**src/rtl/urtb_pkg.sv**
```systemverilog
`timescale 1ns / 1ps
// Package for the UART receive and transmit ring buffer engine.
// Holds request codes, field widths and default ring depths; depends on nothing.
package urtb_pkg;

  localparam int RX_DEPTH_DEF = 128;
  localparam int TX_DEPTH_DEF = 128;

  localparam int BYTE_W  = 8;
  localparam int COUNT_W = 7;
  localparam int BLEN_W  = 8;
  localparam int REQ_W   = 2;

  typedef enum logic [REQ_W-1:0] {
    REQ_LINE_BYTE  = 2'd0,
    REQ_HOST_READ  = 2'd1,
    REQ_HOST_WRITE = 2'd2,
    REQ_TX_READY   = 2'd3
  } req_t;

endpackage

```
**src/rtl/uart_rx_tx_ring_buffers.sv**
```systemverilog
`timescale 1ns / 1ps
// UART buffer engine with a receive ring and a transmit ring in two synchronous memories.
// Depends on urtb_pkg for request codes, widths and default depths.

// The block takes one item per clock cycle while in_stall is low and returns exactly
// one result item for each. The ring read that the item needs is registered at the
// accepting edge together with the item, and the output register is loaded from there
// when the item moves on. A stalled result holds the item behind it.
// Pointers, the idle flag and the burst check are updated at acceptance, so
// consecutive items see each other's effects without any gap. The receive ring never
// checks for overflow; host write bursts are refused whole when they do not fit in the
// transmit ring's free space (depth minus one). The configuration port is always ready.

module uart_rx_tx_ring_buffers #(
  parameter int RX_DEPTH = urtb_pkg::RX_DEPTH_DEF,
  parameter int TX_DEPTH = urtb_pkg::TX_DEPTH_DEF
) (
  input  logic                          clk,
  input  logic                          rst_n,

  input  logic                          in_valid,
  output logic                          in_stall,
  input  logic [urtb_pkg::REQ_W-1:0]    in_req_type,
  input  logic [urtb_pkg::BYTE_W-1:0]   in_line_byte,
  input  logic [urtb_pkg::BYTE_W-1:0]   in_host_data,
  input  logic                          in_burst_first,
  input  logic [urtb_pkg::BLEN_W-1:0]   in_burst_len,

  output logic                          out_valid,
  input  logic                          out_stall,
  output logic [urtb_pkg::BYTE_W-1:0]   out_rx_data,
  output logic                          out_rx_valid,
  output logic                          out_write_accepted,
  output logic [urtb_pkg::BYTE_W-1:0]   out_tx_data,
  output logic                          out_tx_valid,
  output logic [urtb_pkg::COUNT_W-1:0]  out_rx_count,
  output logic [urtb_pkg::COUNT_W-1:0]  out_tx_space,
  output logic                          out_tx_idle,

  input  logic                          cfg_valid,
  output logic                          cfg_ready,
  input  logic                          cfg_data
);

  localparam int RX_PW = $clog2(RX_DEPTH);
  localparam int RX_CW = RX_PW + 1;
  localparam int TX_PW = $clog2(TX_DEPTH);
  localparam int TX_CW = TX_PW + 1;
  localparam int CMP_W = 16;

  logic [urtb_pkg::BYTE_W-1:0] rx_mem [RX_DEPTH];
  logic [urtb_pkg::BYTE_W-1:0] tx_mem [TX_DEPTH];

  logic [RX_PW-1:0] rx_rd_ptr_r, rx_rd_ptr_nxt;
  logic [RX_PW-1:0] rx_wr_ptr_r, rx_wr_ptr_nxt;
  logic [TX_PW-1:0] tx_rd_ptr_r, tx_rd_ptr_nxt;
  logic [TX_PW-1:0] tx_wr_ptr_r, tx_wr_ptr_nxt;
  logic             tx_idle_r, tx_idle_nxt;
  logic             burst_ok_r, burst_ok_nxt;
  logic             rx_en_r;

  logic rx_mem_we, tx_mem_we, rx_mem_re, tx_mem_re;
  logic [urtb_pkg::BYTE_W-1:0] rx_rd_data_r, tx_rd_data_r;

  logic                         p_vld_r;
  logic                         p_rx_valid_r, p_rx_valid_nxt;
  logic                         p_acc_r, p_acc_nxt;
  logic                         p_tx_valid_r, p_tx_valid_nxt;
  logic [urtb_pkg::COUNT_W-1:0] p_rx_count_r, p_rx_count_nxt;
  logic [urtb_pkg::COUNT_W-1:0] p_tx_space_r, p_tx_space_nxt;

  logic                         out_vld_r;
  logic [urtb_pkg::BYTE_W-1:0]  out_rx_data_r;
  logic                         out_rx_valid_r;
  logic                         out_acc_r;
  logic [urtb_pkg::BYTE_W-1:0]  out_tx_data_r;
  logic                         out_tx_valid_r;
  logic [urtb_pkg::COUNT_W-1:0] out_rx_count_r;
  logic [urtb_pkg::COUNT_W-1:0] out_tx_space_r;
  logic                         out_tx_idle_r;
  logic                         p_tx_idle_r;

  logic                         in_acc, p_move;
  logic [TX_CW-1:0]             tx_free_cur;
  logic                         tx_can_write;

  function automatic logic [RX_CW-1:0] rx_used_f(logic [RX_PW-1:0] w, logic [RX_PW-1:0] r);
    logic [RX_CW-1:0] res;
    if (w >= r) begin
      res = {1'b0, w} - {1'b0, r};
    end else begin
      res = {1'b0, w} + RX_CW'(RX_DEPTH) - {1'b0, r};
    end
    return res;
  endfunction

  function automatic logic [TX_CW-1:0] tx_free_f(logic [TX_PW-1:0] w, logic [TX_PW-1:0] r);
    logic [TX_CW-1:0] used;
    if (w >= r) begin
      used = {1'b0, w} - {1'b0, r};
    end else begin
      used = {1'b0, w} + TX_CW'(TX_DEPTH) - {1'b0, r};
    end
    return TX_CW'(TX_DEPTH - 1) - used;
  endfunction

  function automatic logic [RX_PW-1:0] rx_inc_f(logic [RX_PW-1:0] p);
    return (p == RX_PW'(RX_DEPTH - 1)) ? '0 : p + RX_PW'(1);
  endfunction

  function automatic logic [TX_PW-1:0] tx_inc_f(logic [TX_PW-1:0] p);
    return (p == TX_PW'(TX_DEPTH - 1)) ? '0 : p + TX_PW'(1);
  endfunction

  assign p_move   = p_vld_r && (!out_vld_r || !out_stall);
  assign in_stall = p_vld_r && !p_move;
  assign in_acc   = in_valid && !in_stall;
  assign cfg_ready = 1'b1;

  assign tx_free_cur = tx_free_f(tx_wr_ptr_r, tx_rd_ptr_r);

  always_comb begin
    rx_rd_ptr_nxt  = rx_rd_ptr_r;
    rx_wr_ptr_nxt  = rx_wr_ptr_r;
    tx_rd_ptr_nxt  = tx_rd_ptr_r;
    tx_wr_ptr_nxt  = tx_wr_ptr_r;
    tx_idle_nxt    = tx_idle_r;
    burst_ok_nxt   = burst_ok_r;
    rx_mem_we      = 1'b0;
    tx_mem_we      = 1'b0;
    rx_mem_re      = 1'b0;
    tx_mem_re      = 1'b0;
    p_rx_valid_nxt = 1'b0;
    p_acc_nxt      = 1'b0;
    p_tx_valid_nxt = 1'b0;
    tx_can_write   = 1'b0;
    unique case (urtb_pkg::req_t'(in_req_type))
      urtb_pkg::REQ_LINE_BYTE: begin
        if (rx_en_r) begin
          rx_mem_we     = in_acc;
          rx_wr_ptr_nxt = rx_inc_f(rx_wr_ptr_r);
        end
      end
      urtb_pkg::REQ_HOST_READ: begin
        if (rx_rd_ptr_r != rx_wr_ptr_r) begin
          rx_mem_re      = in_acc;
          p_rx_valid_nxt = 1'b1;
          rx_rd_ptr_nxt  = rx_inc_f(rx_rd_ptr_r);
        end
      end
      urtb_pkg::REQ_HOST_WRITE: begin
        if (in_burst_first) begin
          burst_ok_nxt = (in_burst_len != '0) &&
                         (CMP_W'(in_burst_len) <= CMP_W'(tx_free_cur));
        end
        tx_can_write = burst_ok_nxt && (tx_free_cur != '0);
        if (tx_can_write) begin
          tx_mem_we     = in_acc;
          tx_wr_ptr_nxt = tx_inc_f(tx_wr_ptr_r);
          tx_idle_nxt   = 1'b0;
          p_acc_nxt     = 1'b1;
        end
      end
      urtb_pkg::REQ_TX_READY: begin
        if (tx_rd_ptr_r == tx_wr_ptr_r) begin
          tx_idle_nxt = 1'b1;
        end else begin
          tx_mem_re      = in_acc;
          p_tx_valid_nxt = 1'b1;
          tx_rd_ptr_nxt  = tx_inc_f(tx_rd_ptr_r);
        end
      end
      default: begin
      end
    endcase
    p_rx_count_nxt =
      (CMP_W'(rx_used_f(rx_wr_ptr_nxt, rx_rd_ptr_nxt)) > CMP_W'(127)) ?
      urtb_pkg::COUNT_W'(127) :
      urtb_pkg::COUNT_W'(rx_used_f(rx_wr_ptr_nxt, rx_rd_ptr_nxt));
    p_tx_space_nxt =
      (CMP_W'(tx_free_f(tx_wr_ptr_nxt, tx_rd_ptr_nxt)) > CMP_W'(127)) ?
      urtb_pkg::COUNT_W'(127) :
      urtb_pkg::COUNT_W'(tx_free_f(tx_wr_ptr_nxt, tx_rd_ptr_nxt));
  end

  always_ff @(posedge clk) begin
    if (rx_mem_we) begin
      rx_mem[rx_wr_ptr_r] <= in_line_byte;
    end
    if (rx_mem_re) begin
      rx_rd_data_r <= rx_mem[rx_rd_ptr_r];
    end
  end

  always_ff @(posedge clk) begin
    if (tx_mem_we) begin
      tx_mem[tx_wr_ptr_r] <= in_host_data;
    end
    if (tx_mem_re) begin
      tx_rd_data_r <= tx_mem[tx_rd_ptr_r];
    end
  end

  always_ff @(posedge clk) begin
    if (!rst_n) begin
      rx_rd_ptr_r <= '0;
      rx_wr_ptr_r <= '0;
      tx_rd_ptr_r <= '0;
      tx_wr_ptr_r <= '0;
      tx_idle_r   <= 1'b0;
      burst_ok_r  <= 1'b0;
      rx_en_r     <= 1'b1;
      p_vld_r     <= 1'b0;
      out_vld_r   <= 1'b0;
    end else begin
      if (cfg_valid && cfg_ready) begin
        rx_en_r <= cfg_data;
      end
      if (in_acc) begin
        rx_rd_ptr_r <= rx_rd_ptr_nxt;
        rx_wr_ptr_r <= rx_wr_ptr_nxt;
        tx_rd_ptr_r <= tx_rd_ptr_nxt;
        tx_wr_ptr_r <= tx_wr_ptr_nxt;
        tx_idle_r   <= tx_idle_nxt;
        burst_ok_r  <= burst_ok_nxt;
        p_vld_r     <= 1'b1;
      end else if (p_move) begin
        p_vld_r <= 1'b0;
      end
      if (p_move) begin
        out_vld_r <= 1'b1;
      end else if (!out_stall) begin
        out_vld_r <= 1'b0;
      end
    end
  end

  always_ff @(posedge clk) begin
    if (in_acc) begin
      p_rx_valid_r <= p_rx_valid_nxt;
      p_acc_r      <= p_acc_nxt;
      p_tx_valid_r <= p_tx_valid_nxt;
      p_rx_count_r <= p_rx_count_nxt;
      p_tx_space_r <= p_tx_space_nxt;
      p_tx_idle_r  <= tx_idle_nxt;
    end
    if (p_move) begin
      out_rx_data_r  <= p_rx_valid_r ? rx_rd_data_r : '0;
      out_rx_valid_r <= p_rx_valid_r;
      out_acc_r      <= p_acc_r;
      out_tx_data_r  <= p_tx_valid_r ? tx_rd_data_r : '0;
      out_tx_valid_r <= p_tx_valid_r;
      out_rx_count_r <= p_rx_count_r;
      out_tx_space_r <= p_tx_space_r;
      out_tx_idle_r  <= p_tx_idle_r;
    end
  end

  assign out_valid          = out_vld_r;
  assign out_rx_data        = out_rx_data_r;
  assign out_rx_valid       = out_rx_valid_r;
  assign out_write_accepted = out_acc_r;
  assign out_tx_data        = out_tx_data_r;
  assign out_tx_valid       = out_tx_valid_r;
  assign out_rx_count       = out_rx_count_r;
  assign out_tx_space       = out_tx_space_r;
  assign out_tx_idle        = out_tx_idle_r;

endmodule
```
**config.mk**
```make
export PLATFORM = sky130hd
export DESIGN_NAME = uart_rx_tx_ring_buffers
export DESIGN_NICKNAME = d
export VERILOG_FILES = /design/src/rtl/urtb_pkg.sv /design/src/rtl/uart_rx_tx_ring_buffers.sv
export SDC_FILE = /design/constraint.sdc
export NUM_CORES = 2
export LEC_CHECK = 0
export BUFFER_PORTS_ARGS = -buffer_cell sky130_fd_sc_hd__buf_2
export CORE_ASPECT_RATIO = 0.5
export CORE_MARGIN = 10
export CORE_UTILIZATION = 50
export DETAILED_ROUTE_END_ITERATION = 12
export HOLD_SLACK_MARGIN = 0.05
export PLACE_DENSITY_LB_ADDON = 0.3
export REMOVE_ABC_BUFFERS = 1
export SKIP_CTS_REPAIR_TIMING = 1
export SLEW_MARGIN = 20
export SYNTH_ARGS = -nofsm -noshare
export SYNTH_HDL_FRONTEND = slang
export SYNTH_SLANG_ARGS = --single-unit
```
**constraint.sdc**
```tcl
create_clock -name clk -period 10.1 [get_ports clk]
set_clock_uncertainty 0.1 [all_clocks]
set_input_delay 2.525 -clock clk [delete_from_list [all_inputs] [get_ports clk]]
set_output_delay 2.525 -clock clk [all_outputs]
set_load 0.1 [all_outputs]
```
==> summary.txt <==
Floorplan
  • Die height: 310.8 um
  • DIE WIDTH: 601.5 um
  • Initial Util: 0.5047
  • Row count: 106
  • Die area: 0.1869 mm2
  • Core area: 0.1675 mm2
  • Top Ports: 70

Placed design
  • Port-buffer cells: 68
  • Final GP Congestion: 0.9430
  • DP Wirelength: 119,300 um
  • Pre-CTS setup slack: 3.432 ns

Layout
  • Multi-input gate area: 0.01921 mm2
  • # fillers: 12,430
  • Nets: 4,552
  • Sequential Area: 0.06422 mm2
  • Synth-to-layout area growth: 10.33%
  • Layout cell share with drive strength beyond 1: 0.1797

Power
  • Clock power share: 0.410
  • Internal: 13.79 mW
  • PD cells: 184.8 mW/mm2
  • Switching Fraction: 0.1999
  • NetSw: 3.446 mW
  • Max rail drop VDD: 0.1938 mV
  • Total power: 17.23 mW
  • Leakage: 27.96 nW
  • Comb pwr share: 0.020
  • Sequential share of power: 0.570

GRT
  • Pin count of the biggest net entering global routing: 121
  • First-pass GRT wire length: 294,000 um
  • Antenna violations before repair: 0
  • Global-route usage over all layers: 0.2080
  • Total gr overflow: 0
  • Vias in the first global route: 42,910

Logic synthesis
  • Synth Cell Area: 0.08453 mm2
  • Mux cell area share after synthesis: 0.1333
  • Synth Area in XOR/XNOR: 0.003730
  • Synth area leaders: edfxtp_1, mux4_2, mux2i_1
  • Number of synthesized flops with an enable pin: 2,116
  • Main synth FF type: edfxtp_1
  • Most common cell in the netlist: edfxtp_1
  • Compound-gate portion of the synthesized area: 0.04042
  • Post-synth top area share: 0.7517
  • Ys Warns: 0
  • Ys async rst share: 0
  • Mean Syn Cell Area: 19.15 um2
  • Seq/Total Area, Yosys: 0.7595
  • Simple-gate share of the synthesized area: 0.04289
  • Synth cell types: 66
  • Largest family of logic cells by synthesized area: multiplexers
  • Adder-cell area share of the yosys netlist: 0.005595
  • Synthesized instance count: 4,414
  • Post-synthesis register bit count: 2,149
  • Area leader, netlist: edfxtp_1
  • Post-synth top cells: edfxtp_1, mux4_2, nor2_1

Worst setup path
  • Setup crit end kind: register
  • Critical path peak fanout: 69
  • Data arrival time of the critical path: 6.92 ns
  • Crit start category: register
  • Critical path, cell by cell: inv_1 -> ha_1 -> and3_1 -> o21ai_0 -> o21ai_1 -> xor2_1 -> nand3_1 -> ha_1 -> nand4_1 -> nor2_1 -> nand4_1 -> o311ai_4 -> o211ai_4 -> inv_2 -> nand4_2 -> nor2_1
  • Crit path buffers/inverters: 2
  • CP delay by family, top: simple AND/OR/NAND/NOR gates
  • Critical Path RT: 10.43 ns
  • CP Class: reg2reg
  • CP max stage delay: 1.05 ns
  • Slowest cell on crit path: dfxtp_4

Run status
  • Outcome: finished, final reports clean

STA
  • Fmax: 0.1517 GHz
  • Tcrit/Tclk final: 0.6526
  • Slew HR: 0.2329
  • Fin. Hold Viols: 0
  • TNS Setup: 0 ns
  • Final Slew Violations: 0
  • Count of final setup violators: 0
  • Minimum clock period: 6.592 ns
  • Slew @ Worst Pin: 1.148 ns
  • Setup slack after layout: 3.508 ns
  • RSZ-0062 raised after global routing: false

CTS
  • Root Buffer: clkbuf_16
  • Clock Path Buffers: 3
  • CTS clk-pin slew, worst paths: 0.07 ns
  • CTS tree: yes
  • Clock sinks: 2,149
  • CTS Buf Count: 183
  • Worst skew pair latency: 0.82 ns
  • CTS H-Tree Depth: 4

Routing
  • DR vias: 42,940
  • 1st-iter DRT viols: 5,277
  • Avg WL per Cell: 28.88 um
  • DR vias/cell: 6.220
  • Routed Antenna Nets: 0
  • Drt drc: 0
  • Router iterations before antenna repair: 6
  • DRT Wirelength: 199,400 um

Worst hold path
  • HP Class: reg2reg

Flow run
  • Max-Cap Viols: 0
-- power groups by stage --
stage               Combinational, mW  Sequential, mW  Clock [mW]
floorplan                       0.102            10.1           0
global placement                0.348            10.0           0
detailed placement              0.356            10.0           0
CTS                             0.355            9.82        7.16
global route                    0.374            9.81        7.54
finish                          0.350            9.82        7.07
-- through the flow --
| step | hold slack (ns) | instances | instance area [um2] | util |
|---|---|---|---|---|
| after detailed placement | 0.3066 | 6566 | 87290 | 0.5211 |
| after global placement | 0.3175 | 6566 | 87290 | 0.5211 |
| after floorplan | 0.3003 | 4161 | 83430 | - |
| after CTS | 0.3179 | 6903 | 93240 | 0.5566 |
| final | 0.3193 | 6904 | 93260 | 0.5568 |
| after global routing | 0.3205 | 6903 | 93260 | 0.5568 |
-- worst reg2reg max path, stage by stage, from the launching register on --
cell and delay [ns]:
dfxtp_4 1.05, inv_1 0.23, ha_1 0.49, and3_1 0.23, o21ai_0 0.14, o21ai_1 0.21, xor2_1 0.23, nand3_1 0.15
ha_1 0.32, nand4_1 0.11, nor2_1 0.14, nand4_1 0.16, o311ai_4 0.14, o211ai_4 0.25, inv_2 0.37, nand4_2 0.95
nor2_1 0.95
-- cell usage in the layout, fill, tap and decap left out, types with 33 or more instances in the layout --
master and instances:
nor2b_1 50, a31oi_1 35, clkbuf_16 188, edfxtp_1 2116
nor2_1 313, nand2_1 132, clkinv_1 52, buf_4 82
buf_2 52, mux4_2 384, ha_1 33, a22oi_1 248
nand4_1 43, nand3_1 111, and3_1 40, a21oi_1 87
mux2i_1 262
-- cells by family (layout without fill, tap and decap cells) --
logic type	Yosys count	after routing
mux	646	646
compound gates	483	483
other cells	1	2
buf+inv	286	507
simple gates	777	777
flops	2149	2149
xor+xnor	36	36
fa+ha+maj	36	36
-- worst paths after layout --
kind              slack, ns         endpoint       startpoint  cells after the start
setup / recovery       3.51    tx_mem[58][5]   tx_rd_ptr_r[2]                     16
hold reg to reg        0.32  out_tx_space[1]  p_tx_space_r[1]                      0
setup reg to reg       3.51    tx_mem[58][5]   tx_rd_ptr_r[2]                     16
hold / removal         0.32  out_tx_space[1]  p_tx_space_r[1]                      0
-- final cells by class --
type	instances	share of cell area
Inverter	33	0.001328
Timing Repair Buffer	137	0.009847
Sequential cell	2149	0.6886
Multi-Input combinational cell	1979	0.2060
Clock buffer	213	0.05145
Tap cell	2268	0.03043
Clock inverter	124	0.01237
Antenna cell	1	0.00002683
-- per-layer routing --
layer  wire, um  global-route usage  share of wire  up-vias
met5          0                   0              0        -
met4       6289             0.06984          0.032        0
met3      17260             0.04146          0.087      311
met2      95810              0.3305           0.48     2104
met1      80030              0.2903           0.40    22370
li1           -                   -              -    18150
-- sequential cells by signal, indices dropped and copies added, names as in the netlist, 7 cells and up --
name          count
tx_rd_data_r      8
p_tx_space_r      7
rx_mem         1024
rx_rd_ptr_r       7
tx_mem         1024
p_rx_count_r      7
out_rx_data       8
out_tx_space      7
rx_rd_data_r      8
out_tx_data       8
tx_wr_ptr_r       7
rx_wr_ptr_r       7
out_rx_count      7
tx_rd_ptr_r       7
Note: power is estimated with default switching activity, not from simulation.
